--- config.mk ---
export PLATFORM = sky130hd
export DESIGN_NAME = snake_order_index_generator
export DESIGN_NICKNAME = d
export VERILOG_FILES = /design/src/hw/rtl/soig_pkg.sv /design/src/hw/rtl/snake_order_index_generator.sv
export VERILOG_INCLUDE_DIRS = /design/src /design/src/hw/rtl
export SDC_FILE = /design/constraint.sdc
export NUM_CORES = 2
export LEC_CHECK = 0
export BUFFER_PORTS_ARGS = -buffer_cell sky130_fd_sc_hd__buf_2
export CAP_MARGIN = 20
export CORE_ASPECT_RATIO = 0.6
export CORE_MARGIN = 2
export CORE_UTILIZATION = 29
export DETAILED_ROUTE_END_ITERATION = 16
export GPL_TIMING_DRIVEN = 0
export SETUP_SLACK_MARGIN = 0.3
export SYNTH_ARGS = -nofsm -noshare
export SYNTH_HDL_FRONTEND = slang
export SYNTH_SLANG_ARGS = --single-unit
--- constraint.sdc ---
create_clock -name i_clk -period 14.8 [get_ports i_clk]
set_clock_uncertainty 0.15 [all_clocks]
set_input_delay 2.96 -clock i_clk [delete_from_list [all_inputs] [get_ports i_clk]]
set_output_delay 2.96 -clock i_clk [all_outputs]
set_load 0.02 [all_outputs]
--- src/hw/rtl/snake_order_index_generator_defines.svh ---
// ----------------------------------------------------------------------------
// Snake order index generator assertion macros
// Shared property templates for the checks at the end of the top level.
// ----------------------------------------------------------------------------
`ifndef SNAKE_ORDER_INDEX_GENERATOR_DEFINES_SVH
`define SNAKE_ORDER_INDEX_GENERATOR_DEFINES_SVH

// Same-cycle implication, checked on every rising clock edge outside reset.
`define SOIG_ASSERT_IMPL(label, ante, cons) \
    label: assert property (@(posedge i_clk) disable iff (!i_rst_n) (ante) |-> (cons)) \
        else $error("soig: same-cycle check failed");

// Next-cycle implication, checked on every rising clock edge outside reset.
`define SOIG_ASSERT_NEXT(label, ante, cons) \
    label: assert property (@(posedge i_clk) disable iff (!i_rst_n) (ante) |=> (cons)) \
        else $error("soig: next-cycle check failed");

`endif

--- src/hw/rtl/soig_pkg.sv ---
`timescale 1ns / 1ps
// ----------------------------------------------------------------------------
// Snake order index generator package
// Widths, register indexes, operation codes and sequencer states.
// ----------------------------------------------------------------------------
package soig_pkg;

    // Grid geometry.
    localparam int AXES     = 4;   // axes supported
    localparam int AX_W     = 2;   // axis index width
    localparam int NAX_W    = 3;   // axis count width
    localparam int SIZE_W   = 13;  // axis size register width
    localparam int DIG_W    = 12;  // per-axis index width
    localparam int POS_W    = 49;  // position counter and element total width
    localparam int VAL_W    = 48;  // jump value and flat index width

    // Shared multiplier splits a wide operand into a low and a high part.
    localparam int LO_W     = 25;
    localparam int PROD_W   = LO_W + SIZE_W;
    localparam int WIDE_W   = PROD_W + LO_W;

    // Restoring division steps per axis.
    localparam int BIT_W    = 4;
    localparam int DIV_TOP  = DIG_W - 1;

    // Stream widths.
    localparam int IN_USER_W  = 2;
    localparam int IN_DATA_W  = 48;
    localparam int OUT_DATA_W = 152;
    localparam int OUT_PAD_W  = OUT_DATA_W - VAL_W - AXES * DIG_W - POS_W;

    // Configuration port.
    localparam int CFG_IDX_W  = 3;
    localparam int CFG_DATA_W = 13;

    localparam logic [CFG_IDX_W-1:0] CFG_AXIS_COUNT = 3'd0;
    localparam logic [CFG_IDX_W-1:0] CFG_AXIS0_SIZE = 3'd1;
    localparam logic [CFG_IDX_W-1:0] CFG_AXIS1_SIZE = 3'd2;
    localparam logic [CFG_IDX_W-1:0] CFG_AXIS2_SIZE = 3'd3;
    localparam logic [CFG_IDX_W-1:0] CFG_AXIS3_SIZE = 3'd4;

    // Operation carried with each input transaction.
    typedef enum logic [1:0] {
        MODE_ADVANCE = 2'd0,
        MODE_RESTART = 2'd1,
        MODE_JUMP    = 2'd2
    } t_mode;

    // Sequencer states.
    typedef enum logic [2:0] {
        ST_IDLE,
        ST_STRIDE,
        ST_DECIDE,
        ST_DIV,
        ST_FLAT,
        ST_OUT
    } t_state;

endpackage

--- src/hw/rtl/snake_order_index_generator.sv ---
`timescale 1ns / 1ps
// Input is accepted only in the idle state, so one transaction is processed at a time;
// one shared multiply-add/subtract unit carries the stride, division and flat-index steps.
// Reset (synchronous, active low): axis count and sizes to 1, position to zero.
// ----------------------------------------------------------------------------
// Snake order index generator
// Walks a grid of up to four axes in boustrophedon order. A small sequencer
// drives one shared multiplier and adder through stride products, digit
// division where needed and the flat-index sum for every input transaction.
// ----------------------------------------------------------------------------
`include "snake_order_index_generator_defines.svh"

module snake_order_index_generator (
    input  logic                                i_clk,
    input  logic                                i_rst_n,
    // Configuration write port
    input  logic                                i_cfg_wr_en,
    input  logic [soig_pkg::CFG_IDX_W-1:0]      i_cfg_index,
    input  logic [soig_pkg::CFG_DATA_W-1:0]     i_cfg_wdata,
    // Input stream
    input  logic                                i_s_axis_tvalid,
    output logic                                o_s_axis_tready,
    // tdata: counter_value[47:0]
    input  logic [soig_pkg::IN_DATA_W-1:0]      i_s_axis_tdata,
    // tuser: mode[1:0]
    input  logic [soig_pkg::IN_USER_W-1:0]      i_s_axis_tuser,
    // Output stream
    output logic                                o_m_axis_tvalid,
    input  logic                                i_m_axis_tready,
    // tdata: snake_flat_index[47:0], snake_axis0[59:48], snake_axis1[71:60],
    //        snake_axis2[83:72], snake_axis3[95:84], element_total[144:96], zero pad
    output logic [soig_pkg::OUT_DATA_W-1:0]     o_m_axis_tdata,
    // tuser: done_res[0]
    output logic                                o_m_axis_tuser
);

    localparam int AXES   = soig_pkg::AXES;
    localparam int AX_W   = soig_pkg::AX_W;
    localparam int NAX_W  = soig_pkg::NAX_W;
    localparam int SIZE_W = soig_pkg::SIZE_W;
    localparam int DIG_W  = soig_pkg::DIG_W;
    localparam int POS_W  = soig_pkg::POS_W;
    localparam int VAL_W  = soig_pkg::VAL_W;
    localparam int LO_W   = soig_pkg::LO_W;
    localparam int PROD_W = soig_pkg::PROD_W;
    localparam int WIDE_W = soig_pkg::WIDE_W;
    localparam int BIT_W  = soig_pkg::BIT_W;

    // Control and architectural state.
    soig_pkg::t_state       r_state, n_state;
    logic [NAX_W-1:0]       r_axis_count;
    logic [SIZE_W-1:0]      r_axis_size [AXES];
    logic [POS_W-1:0]       r_cnt;
    logic [DIG_W-1:0]       r_dig [AXES];
    logic                   r_fin;
    logic                   r_dig_ok;
    logic [AX_W-1:0]        r_axis;
    logic                   r_half;
    logic [BIT_W-1:0]       r_bit;
    logic                   r_out_valid;

    // Working registers of the current transaction.
    soig_pkg::t_mode        r_mode;
    logic [VAL_W-1:0]       r_value;
    logic [POS_W-1:0]       r_stride [AXES];
    logic [POS_W-1:0]       r_total;
    logic [POS_W-1:0]       r_acc;
    logic [POS_W-1:0]       r_rem;
    logic [POS_W-1:0]       r_dvs;

    // Output register.
    logic [VAL_W-1:0]       r_out_flat;
    logic [DIG_W-1:0]       r_out_axis [AXES];
    logic                   r_out_done;
    logic [POS_W-1:0]       r_out_total;

    // Combinational signals.
    logic [NAX_W-1:0]       w_used;
    logic [AX_W-1:0]        w_last_axis;
    logic [SIZE_W-1:0]      w_size [AXES];
    logic [DIG_W-1:0]       w_snake [AXES];
    logic [DIG_W-1:0]       w_inc_dig [AXES];
    logic [AX_W-1:0]        w_sidx;
    logic [POS_W-1:0]       w_stride_rd;
    logic [LO_W-1:0]        w_mul_a;
    logic [SIZE_W-1:0]      w_mul_b;
    logic [PROD_W-1:0]      w_prod;
    logic [WIDE_W-1:0]      w_prod_wide;
    logic [POS_W-1:0]       w_add_x;
    logic [POS_W-1:0]       w_add_y;
    logic                   w_sub;
    logic [POS_W:0]         w_sum;
    logic [POS_W-1:0]       w_cnt_inc;
    logic                   w_cnt_lt;
    logic                   w_inc_end;
    logic                   w_val_ge;
    logic                   w_axis_last;
    logic                   w_start_div;
    logic                   w_out_load;

    // Clamp the axis count and sizes to their legal ranges.
    always_comb begin
        if (r_axis_count == '0) begin
            w_used = NAX_W'(1);
        end else if (r_axis_count > NAX_W'(AXES)) begin
            w_used = NAX_W'(AXES);
        end else begin
            w_used = r_axis_count;
        end
        for (int k = 0; k < AXES; k++) begin
            if (r_axis_size[k] == '0) begin
                w_size[k] = SIZE_W'(1);
            end else if (r_axis_size[k] > (SIZE_W'(1) << DIG_W)) begin
                w_size[k] = SIZE_W'(1) << DIG_W;
            end else begin
                w_size[k] = r_axis_size[k];
            end
        end
    end

    assign w_last_axis = AX_W'(w_used - NAX_W'(1));
    assign w_axis_last = (({1'b0, r_axis} + NAX_W'(1)) == w_used);

    // Snake mapping: later axes mirror when the earlier snake indices sum to odd.
    always_comb begin
        logic           par;
        logic [DIG_W-1:0] dd;
        par = 1'b0;
        for (int k = 0; k < AXES; k++) begin
            dd = r_dig[k];
            if ({1'b0, dd} >= w_size[k]) begin
                dd = DIG_W'(w_size[k] - SIZE_W'(1));
            end
            if (k > 0 && par) begin
                dd = DIG_W'(w_size[k] - SIZE_W'(1) - {1'b0, dd});
            end
            if (k < int'(w_used)) begin
                w_snake[k] = dd;
                par        = par ^ dd[0];
            end else begin
                w_snake[k] = '0;
            end
        end
    end

    // Mixed-radix increment of the held digits, fastest axis first.
    always_comb begin
        logic carry;
        carry = 1'b1;
        for (int k = AXES - 1; k >= 0; k--) begin
            w_inc_dig[k] = r_dig[k];
            if (k < int'(w_used) && carry) begin
                if (({1'b0, r_dig[k]} + SIZE_W'(1)) == w_size[k]) begin
                    w_inc_dig[k] = '0;
                end else begin
                    w_inc_dig[k] = r_dig[k] + DIG_W'(1);
                    carry        = 1'b0;
                end
            end
        end
    end

    // Stride table read port: the next axis is fetched on the last division step.
    assign w_sidx      = (r_state == soig_pkg::ST_DIV && r_bit == '0) ?
                         AX_W'(r_axis + AX_W'(1)) : r_axis;
    assign w_stride_rd = r_stride[w_sidx];

    // Shared unit: one multiplier on half the stride, one adder/subtractor.
    assign w_mul_a     = r_half ? LO_W'(w_stride_rd[POS_W-1:LO_W]) : w_stride_rd[LO_W-1:0];
    assign w_mul_b     = (r_state == soig_pkg::ST_STRIDE) ? w_size[r_axis]
                                                          : {1'b0, w_snake[r_axis]};
    assign w_prod      = w_mul_a * w_mul_b;
    assign w_prod_wide = {w_prod, {LO_W{1'b0}}};

    always_comb begin
        if (r_state == soig_pkg::ST_DIV) begin
            w_add_x = r_rem;
            w_add_y = r_dvs;
            w_sub   = 1'b1;
        end else begin
            w_add_x = (r_state == soig_pkg::ST_STRIDE && !r_half) ? '0 : r_acc;
            w_add_y = r_half ? w_prod_wide[POS_W-1:0] : POS_W'(w_prod);
            w_sub   = 1'b0;
        end
    end

    assign w_sum = {1'b0, w_add_x} + {1'b0, w_add_y ^ {POS_W{w_sub}}} + (POS_W + 1)'(w_sub);

    // Position checks used when the operation is applied.
    assign w_cnt_inc = r_cnt + POS_W'(1);
    assign w_cnt_lt  = (r_cnt < r_total);
    assign w_inc_end = (w_cnt_inc == r_total);
    assign w_val_ge  = ({1'b0, r_value} >= r_total);

    // Next state and handshake outputs.
    always_comb begin
        n_state     = r_state;
        w_start_div = 1'b0;
        w_out_load  = 1'b0;
        unique case (r_state)
            soig_pkg::ST_IDLE: begin
                if (i_s_axis_tvalid) begin
                    n_state = soig_pkg::ST_STRIDE;
                end
            end
            soig_pkg::ST_STRIDE: begin
                if (r_half && r_axis == '0) begin
                    n_state = soig_pkg::ST_DECIDE;
                end
            end
            soig_pkg::ST_DECIDE: begin
                unique case (r_mode)
                    soig_pkg::MODE_ADVANCE: w_start_div = w_cnt_lt && !w_inc_end && !r_dig_ok;
                    soig_pkg::MODE_JUMP:    w_start_div = !w_val_ge;
                    default:                w_start_div = 1'b0;
                endcase
                n_state = w_start_div ? soig_pkg::ST_DIV : soig_pkg::ST_FLAT;
            end
            soig_pkg::ST_DIV: begin
                if (r_bit == '0 && w_axis_last) begin
                    n_state = soig_pkg::ST_FLAT;
                end
            end
            soig_pkg::ST_FLAT: begin
                if (r_half && w_axis_last) begin
                    n_state = soig_pkg::ST_OUT;
                end
            end
            soig_pkg::ST_OUT: begin
                if (!r_out_valid || i_m_axis_tready) begin
                    w_out_load = 1'b1;
                    n_state    = soig_pkg::ST_IDLE;
                end
            end
            default: n_state = soig_pkg::ST_IDLE;
        endcase
    end

    assign o_s_axis_tready = (r_state == soig_pkg::ST_IDLE);

    // State register, configuration and position state.
    always_ff @(posedge i_clk) begin
        if (!i_rst_n) begin
            r_state      <= soig_pkg::ST_IDLE;
            r_axis_count <= NAX_W'(1);
            for (int k = 0; k < AXES; k++) begin
                r_axis_size[k] <= SIZE_W'(1);
                r_dig[k]       <= '0;
            end
            r_cnt       <= '0;
            r_fin       <= 1'b0;
            r_dig_ok    <= 1'b1;
            r_axis      <= '0;
            r_half      <= 1'b0;
            r_bit       <= '0;
            r_out_valid <= 1'b0;
        end else begin
            r_state <= n_state;

            unique case (r_state)
                soig_pkg::ST_IDLE: begin
                    if (i_s_axis_tvalid) begin
                        r_axis <= w_last_axis;
                        r_half <= 1'b0;
                    end
                end
                soig_pkg::ST_STRIDE: begin
                    r_half <= !r_half;
                    if (r_half && r_axis != '0) begin
                        r_axis <= r_axis - AX_W'(1);
                    end
                end
                soig_pkg::ST_DECIDE: begin
                    r_axis <= '0;
                    r_half <= 1'b0;
                    r_bit  <= BIT_W'(soig_pkg::DIV_TOP);
                    unique case (r_mode)
                        soig_pkg::MODE_ADVANCE: begin
                            if (w_cnt_lt) begin
                                if (w_inc_end) begin
                                    r_cnt    <= r_total;
                                    r_fin    <= 1'b1;
                                    r_dig_ok <= 1'b0;
                                end else begin
                                    r_cnt    <= w_cnt_inc;
                                    r_fin    <= 1'b0;
                                    r_dig_ok <= 1'b1;
                                    if (r_dig_ok) begin
                                        r_dig <= w_inc_dig;
                                    end
                                end
                            end else begin
                                r_fin <= 1'b1;
                            end
                        end
                        soig_pkg::MODE_RESTART: begin
                            r_cnt    <= '0;
                            r_fin    <= 1'b0;
                            r_dig_ok <= 1'b1;
                            for (int k = 0; k < AXES; k++) begin
                                r_dig[k] <= '0;
                            end
                        end
                        soig_pkg::MODE_JUMP: begin
                            r_cnt    <= {1'b0, r_value};
                            r_fin    <= w_val_ge;
                            r_dig_ok <= !w_val_ge;
                        end
                        default: begin
                        end
                    endcase
                    // A new split leaves the axes not in use at zero.
                    if (w_start_div) begin
                        for (int k = 0; k < AXES; k++) begin
                            if (k >= int'(w_used)) begin
                                r_dig[k] <= '0;
                            end
                        end
                    end
                end
                soig_pkg::ST_DIV: begin
                    r_dig[r_axis] <= {r_dig[r_axis][DIG_W-2:0], w_sum[POS_W]};
                    r_bit         <= r_bit - BIT_W'(1);
                    if (r_bit == '0) begin
                        r_bit  <= BIT_W'(soig_pkg::DIV_TOP);
                        r_axis <= w_axis_last ? '0 : AX_W'(r_axis + AX_W'(1));
                        r_half <= 1'b0;
                    end
                end
                soig_pkg::ST_FLAT: begin
                    r_half <= !r_half;
                    if (r_half) begin
                        r_axis <= AX_W'(r_axis + AX_W'(1));
                    end
                end
                soig_pkg::ST_OUT: begin
                end
                default: begin
                end
            endcase

            // Output valid holds until the downstream side takes the transaction.
            if (w_out_load) begin
                r_out_valid <= 1'b1;
            end else if (i_m_axis_tready) begin
                r_out_valid <= 1'b0;
            end

            // Configuration writes must come only while idle (the user's duty, not enforced); held digits go stale.
            if (i_cfg_wr_en) begin
                unique case (i_cfg_index)
                    soig_pkg::CFG_AXIS_COUNT: begin
                        r_axis_count <= i_cfg_wdata[NAX_W-1:0];
                        r_dig_ok     <= 1'b0;
                    end
                    soig_pkg::CFG_AXIS0_SIZE: begin
                        r_axis_size[0] <= i_cfg_wdata;
                        r_dig_ok       <= 1'b0;
                    end
                    soig_pkg::CFG_AXIS1_SIZE: begin
                        r_axis_size[1] <= i_cfg_wdata;
                        r_dig_ok       <= 1'b0;
                    end
                    soig_pkg::CFG_AXIS2_SIZE: begin
                        r_axis_size[2] <= i_cfg_wdata;
                        r_dig_ok       <= 1'b0;
                    end
                    soig_pkg::CFG_AXIS3_SIZE: begin
                        r_axis_size[3] <= i_cfg_wdata;
                        r_dig_ok       <= 1'b0;
                    end
                    default: begin
                    end
                endcase
            end
        end
    end

    // Datapath registers of the shared unit and the output register.
    always_ff @(posedge i_clk) begin
        unique case (r_state)
            soig_pkg::ST_IDLE: begin
                if (i_s_axis_tvalid) begin
                    r_mode                <= soig_pkg::t_mode'(i_s_axis_tuser);
                    r_value               <= i_s_axis_tdata[VAL_W-1:0];
                    r_stride[w_last_axis] <= POS_W'(1);
                end
            end
            soig_pkg::ST_STRIDE: begin
                // Stride of the next slower axis, or the element total after axis 0.
                r_acc <= w_sum[POS_W-1:0];
                if (r_half) begin
                    if (r_axis == '0) begin
                        r_total <= w_sum[POS_W-1:0];
                    end else begin
                        r_stride[r_axis - AX_W'(1)] <= w_sum[POS_W-1:0];
                    end
                end
            end
            soig_pkg::ST_DECIDE: begin
                r_acc <= '0;
                r_rem <= (r_mode == soig_pkg::MODE_JUMP) ? {1'b0, r_value} : w_cnt_inc;
                r_dvs <= w_stride_rd << soig_pkg::DIV_TOP;
            end
            soig_pkg::ST_DIV: begin
                // Restoring step: keep the difference when no borrow occurred.
                if (w_sum[POS_W]) begin
                    r_rem <= w_sum[POS_W-1:0];
                end
                if (r_bit == '0) begin
                    r_dvs <= w_stride_rd << soig_pkg::DIV_TOP;
                end else begin
                    r_dvs <= r_dvs >> 1;
                end
            end
            soig_pkg::ST_FLAT: begin
                r_acc <= w_sum[POS_W-1:0];
            end
            soig_pkg::ST_OUT: begin
            end
            default: begin
            end
        endcase

        if (w_out_load) begin
            r_out_flat  <= r_acc[VAL_W-1:0];
            r_out_axis  <= w_snake;
            r_out_done  <= r_fin;
            r_out_total <= r_total;
        end
    end

    assign o_m_axis_tvalid = r_out_valid;
    assign o_m_axis_tuser  = r_out_done;
    assign o_m_axis_tdata  = {{soig_pkg::OUT_PAD_W{1'b0}}, r_out_total,
                              r_out_axis[3], r_out_axis[2], r_out_axis[1], r_out_axis[0],
                              r_out_flat};

    // Checks on the sequencer and the shared unit.
    `SOIG_ASSERT_NEXT(a_busy_after_accept, i_s_axis_tvalid && o_s_axis_tready, r_state == soig_pkg::ST_STRIDE)
    `SOIG_ASSERT_IMPL(a_div_bound, r_state == soig_pkg::ST_DIV, (r_rem >> 1) < r_dvs)
    `SOIG_ASSERT_IMPL(a_flat_in_grid, o_m_axis_tvalid, {1'b0, r_out_flat} < r_out_total)
    `SOIG_ASSERT_IMPL(a_out_from_seq, $rose(o_m_axis_tvalid), $past(r_state) == soig_pkg::ST_OUT)

endmodule

# After elaboration in Yosys (flattened, before gate mapping)
# Memories as Yosys holds them, arrays and structs flattened.
# Index checks and enable logic that the tools add are counted.
[op_classes]
reduce_logical = 47
addsub = 23
eq_ne = 27
mux = 142
multipliers = 1
magnitude_cmp = 21
bitwise = 8
[ops]
columns = ["cell", "count"]
rows = [
  ["$mux W49", 10],
  ["$mux W12", 26],
  ["$pmux W49 S2", 3],
  ["$mux W13", 15],
  ["$mux W48", 4],
  ["$pmux W48 S2", 2],
  ["$pmux W49 S3", 1],
  ["$add A12 B1 Y13 const B", 4],
  ["$eq A13 B13 Y1", 4],
  ["$ge A12 B13 Y1", 4],
  ["$gt A13 B13 Y1 const B", 4],
  ["$logic_not A13 Y1", 4],
  ["$add A49 B49 Y50", 1],
  ["$add A50 B1 Y50", 1],
  ["$mux W1", 50],
  ["$add A49 B1 Y49 const B", 1],
  ["$eq A49 B49 Y1", 1],
  ["$ge A48 B49 Y1", 1],
  ["$lt A49 B49 Y1", 1],
  ["$reduce_or A49 Y1", 1],
  ["$xor A49 B49 Y49", 1],
  ["$add A12 B1 Y12 const B", 4],
  ["$bmux W12 S2", 2],
  ["$bwmux W48", 1],
  ["53 further kinds", 123],
]
[word_totals]
mem_count = 2
elab_cells = 297
ff_bits = 505
ramBits = 248
[mem_list]
columns = ["memory", "words", "word_bits", "rd", "rd_ports_with_merged_regs", "wr", "line_no", "rtl"]
rows = [
  ["r_stride", 4, 49, 1, 0, 1, "snake_order_index_generator.sv:65", "logic [POS_W-1:0] r_stride [AXES];"],
  ["r_axis_size", 4, 13, 4, 0, 4, "snake_order_index_generator.sv:52", "logic [SIZE_W-1:0] r_axis_size [AXES];"],
]

# Logic depth before layout (Yosys ltp)
# An unclocked memory read counts as a cell.
[logic_depth]
word_depth = 27
mapped_depth = 62

# Worst setup path after synthesis
# No wires, ideal clock.
[synth_path]
path_type = "register to register"
start = "memory r_axis_size[3][12]"
end = "register r_rem[0], enable pin"
stages_incl_launch_ff = 56
setup_slack_ps = -785
arrival_time_ps = 14964
setup_ps = 472
synth_period_minus_slack_ps = 15585
path_cell_list = "edfxtp_1 -> clkbuf_1 -> clkinv_1 -> nand2_1 -> ha_1 -> a211oi_1 -> o21ai_0 -> a221o_1 -> o31ai_2 -> clkbuf_1 -> nor2_1 -> a21oi_1 -> ha_1 -> inv_1 -> fa_1 -> a21o_1 -> a21oi_1 -> o21ai_0 -> [20 not listed] -> a21oi_1 -> o21ai_0 -> nand2b_1 -> o221ai_1 -> a21oi_1 -> o21ai_0 -> o211ai_1 -> and2_1 -> a41oi_1 -> mux2_2 -> a221oi_1 -> ha_1 -> nand4_1 -> nor3_1 -> and3_1 -> a22o_1 -> a211oi_1 -> a21oi_1"
[synth_rtl]
columns = ["item", "line_no", "rtl"]
rows = [
  ["start: declaration", "snake_order_index_generator.sv:52", ""],
  ["end signal: assignment", "snake_order_index_generator.sv:402", "r_rem <= (r_mode == soig_pkg::MODE_JUMP) ? {1'b0, r_value} : w_cnt_inc;"],
  ["end signal: assignment", "snake_order_index_generator.sv:408", "r_rem <= w_sum[POS_W-1:0];"],
  ["end: declaration", "snake_order_index_generator.sv:68", "logic [POS_W-1:0] r_rem;"],
]

==> reports/results.txt <==
In this run, synthesis inferred 640 flip-flops with an integrated enable. After detailed routing, the total wire length is 257000 microns. Leaving out filler cells and counting taps, the final layout contains 8936. After synthesis, the largest area contributor takes up 34.0% of total cell area. In the global route stage, overall resource usage came out at 25.0%. After synthesis the netlist holds a flip-flop and latch count of 753.

The flow ran to the end, and the final reports show no timing, DRC or antenna violations. In this run, CTS created clock tree buffers numbering 73. The stage delay of the slowest cell on the critical path is 0.55 ns, and the per-instance average area after synthesis is 9.78 sq um. Once detail routing completed, the nets flagged for antenna violations numbered 0.

For the final-layout setup total negative slack, the log shows 0 ns. Capturing element type of the critical path: a flip-flop. STA classifies the critical path startpoint as a flip-flop. Yosys attributes the largest share of cell area to sky130_fd_sc_hd__edfxtp_1 (34%), sky130_fd_sc_hd__fa_1 (9.1%), sky130_fd_sc_hd__ha_1 (7.3%), sky130_fd_sc_hd__dfxtp_1 (4.0%), sky130_fd_sc_hd__nand2_1 (3.8%).

Port buffering added 218 buffers. The initial utilization of the core area, before any placement, comes to 29.2%. The cell chosen for the clock root is sky130_fd_sc_hd__clkbuf_16. For the max-slew violation count, the log shows 0. In this run the cell area measured after placement is 0.0616 sq mm. The finished cells cover 0.0675 sq mm. Worst min-delay path startpoint: r_acc[3]$_SDFFCE_PN0P_.

Of all nets on the critical path, the largest fanout is 8. The remaining design rule violation count was 0; the number of buffers inserted by hold repair at cts was 0. Setup repair after global routing could not meet its margin everywhere. After floorplanning, the core was sized to cover 0.194 sq mm.

From synthesis to final layout, the design area changed by 19.4%. The wire-length estimate of the detail-placed layout is 204000 microns. The run gives 125 as the standard-cell row count. Length of the first detailed-routing pass in iterations: 6. The number of cell instances on the worst register-to-register path is 61, and the initial antenna violation count is 10. The number of top-level pins was 226; the mean number of vias per cell was 5.71. Critical setup path kind: flip-flop to flip-flop.

The run gives 59 as the largest net degree at the start of global routing. The layout cell share with drive strength beyond 1 works out to 16.8%. The sink of the worst hold path was r_out_flat[3]$_DFFE_PP_. The tools report the last weighted congestion value of the routability-driven placer as 1.03. The worst hold path passes through 0 cells. At the end of the flow the core is filled with cells to 34.8%. Static timing analysis puts the maximum clock frequency at 0.0699 GHz. The logs give 3 for the number of H-tree branching levels and 7937 for the number of DRC markers after the initial detailed-route iteration. Sequential elements use 38.0% of the synthesized area. The tightest min-delay check is of the flip-flop to flip-flop type. The most used flip-flop cell after synthesis is sky130_fd_sc_hd__edfxtp_1. After clock tree synthesis, the clock-pin slew on the worst setup and hold paths is 0.07 ns. TritonCTS built the clock tree.

The clock drives 753 sinks. For the maximum root-to-sink buffer count, the log shows 3. Dividing the detail-routed wire length by the instance count gives 28.8 microns. The tools report the reg-to-reg endpoint as r_rem[45]$_DFFE_PP_.

The tools report the number of hold violations in the final report as 0. The die outline height came out at 346 microns. Setup violations remaining at the end of the flow were counted as 0. Once placement completed, the tool counted placed cells totaling 8648.

From left edge to right edge, the die measures 574 microns. For the pin with the worst max-slew slack, the measured transition is 1.32 ns. The worst slew slack as a fraction of its limit was 12.0%. The number of distinct library cells after synthesis came out at 103. The number of warnings reported in the yosys synthesis log was 0; the slack of the worst reg-to-reg path was 0.50 ns. The net count of the finished layout is 6929.

In this run the critical register-to-register path is launched from r_axis_size[3][12]$_SDFFCE_PN0P_. The later pin in the worst-skew pair is clocked with a latency of 0.72 ns. Across the run, the number of max-cap violations was 0. The fraction of registers with async set/reset is 0%, and the total standard cell area after synthesis is 0.0565 sq mm.

Number of global-route vias before repair: 47300. At the worst endpoint, the required time is 15.07 ns. The arrival time reported for the critical path endpoint came out at 14.56 ns. In the finished design, the share of the clock period the worst path needs comes to 96.6%. Summed over all layers, the global routing overflow is 0. The cell type contributing the most total cell area after synthesis is sky130_fd_sc_hd__edfxtp_1. After technology mapping, the gate count stands at 5778. For this design, the slowest cell found on the critical path is sky130_fd_sc_hd__fa_1.

The worst path needs 14.30 ns of the cycle, external delays included. The final route contains 51100 vias. The first global-routing pass estimated 358000 microns of wire.

The die covers 0.199 sq mm.
per-layer routing:
metal	global-route usage, %	part of all wire [%]
met1	38.4	45
met2	31.6	37
met3	10.2	16
met4	5.21	2.4
met5	0	0.030
synth_stat cells, drive strengths merged (85+ instances only):
library cell / count
o21ai: 282
a21oi: 338
xor2: 97
nand3: 132
nor2: 492
edfxtp: 640
ha: 330
and2: 124
nand2: 576
nor3: 103
a21o: 92
fa: 257
xnor2: 183
inv: 518
dfxtp: 113
nand2b: 85
clkbuf: 252
cell usage in the layout (no fill, tap or decap), types with 87 or more instances in the layout:
cell                       synthesis  layout
sky130_fd_sc_hd__a21o_1           92      92
sky130_fd_sc_hd__a21oi_1         335     297
sky130_fd_sc_hd__and2_1          122     119
sky130_fd_sc_hd__buf_2            24     247
sky130_fd_sc_hd__buf_4            11     161
sky130_fd_sc_hd__clkbuf_1        250     225
sky130_fd_sc_hd__dfxtp_1         113     113
sky130_fd_sc_hd__edfxtp_1        640     640
sky130_fd_sc_hd__fa_1            257     247
sky130_fd_sc_hd__ha_1            330     306
sky130_fd_sc_hd__inv_1           517     510
sky130_fd_sc_hd__nand2_1         575     564
sky130_fd_sc_hd__nand3_1         132     129
sky130_fd_sc_hd__nor2_1          491     467
sky130_fd_sc_hd__nor3_1          102      87
sky130_fd_sc_hd__o21ai_0         279     246
sky130_fd_sc_hd__xnor2_1         183     174
sky130_fd_sc_hd__xor2_1           97      88
logic make-up (layout without fill, tap and decap cells):
logic type	count (synthesis)	count (layout)	share of synthesized area (%)
other	1	9	0.00664
muxes	176	176	4.84
adders and majority gates	588	588	16.4
DFF	753	753	38.0
and+or+nand+nor	1867	1867	15.8
buffers and inverters	839	1385	5.72
AOI/OAI and AO/OA	1265	1266	14.5
xor gates and xnor gates	289	289	4.70
worst max-delay path, delay by kind of cell (launching register included):
family | cells | cell delay, ns
buffers and inverters | 11 | 1.58
XOR/XNOR | 2 | 0.29
adder cells (fa/ha/maj) | 10 | 4.08
AND/OR/NAND/NOR | 12 | 2.23
AO/OA/AOI/OAI | 25 | 4.80
flip-flops | 1 | 0.51
multiplexers | 1 | 0.38
cell type report:
cell class / instances / area [sq um]
Antenna cell: 2 / 5.00
Buffer: 314 / 1470
Clock buffer: 87 / 1880
Clock inverter: 48 / 606
Fill cell: 19800 / 126000
Inverter: 525 / 1980
Multi-Input combinational cell: 4193 / 33900
Sequential cell: 753 / 21500
Tap cell: 2603 / 3260
Timing Repair Buffer: 411 / 2920
flip-flops by register name, summed over array words and instances, names as in the netlist, 2 cells and up:
signal,count
r_dvs,49
r_axis,2
r_value,48
r_out_flat,48
r_total,49
r_stride,196
r_state,3
o_m_axis_tdata,48
r_dig,48
r_axis_size,52
r_bit,4
r_mode,2
r_cnt,49
r_rem,49
r_out_total,49
r_acc,49
r_axis_count,3
repair_timing:
| action | CTS | global route |
|---|---|---|
| resized for setup | 281 | 241 |
| pin swaps | 53 | 128 |
| gates cloned | 2 | 0 |
| endpoints found under the setup margin | 316 | 244 |
| buffers inserted | 76 | 68 |
how the worst max path moves through the flow:
stage	start	end	slack, ns	cells after the start
finish	r_axis_size[3][12]$_SDFFCE_PN0P_	r_rem[45]$_DFFE_PP_	0.50	61
global route	r_axis_size[3][5]$_SDFFCE_PN0P_	r_stride[2][48]$_DFFE_PP_	0.23	68
CTS	r_axis_size[3][12]$_SDFFCE_PN0P_	r_rem[45]$_DFFE_PP_	0.31	64
detailed placement	r_axis_size[3][12]$_SDFFCE_PN0P_	r_stride[0][48]$_DFFE_PP_	-5.17	59
global placement	r_axis_size[3][12]$_SDFFCE_PN0P_	r_rem[24]$_DFFE_PP_	-6.96	55
floorplan	r_axis_size[3][12]$_SDFFCE_PN0P_	r_rem[0]$_DFFE_PP_	0.30	55
per-stage QoR:
step | worst slack, ns | hold slack [ns]
after floorplan | 0.304 | 0.253
after global placement | -6.96 | 0.293
after detailed placement | -5.17 | 0.280
after CTS | 0.308 | 0.305
after global routing | 0.233 | 0.316
final | 0.503 | 0.309
Power is left out: the tool's default activity adds up to more than one toggle a clock period on the data nets, which glitch-free logic cannot reach.
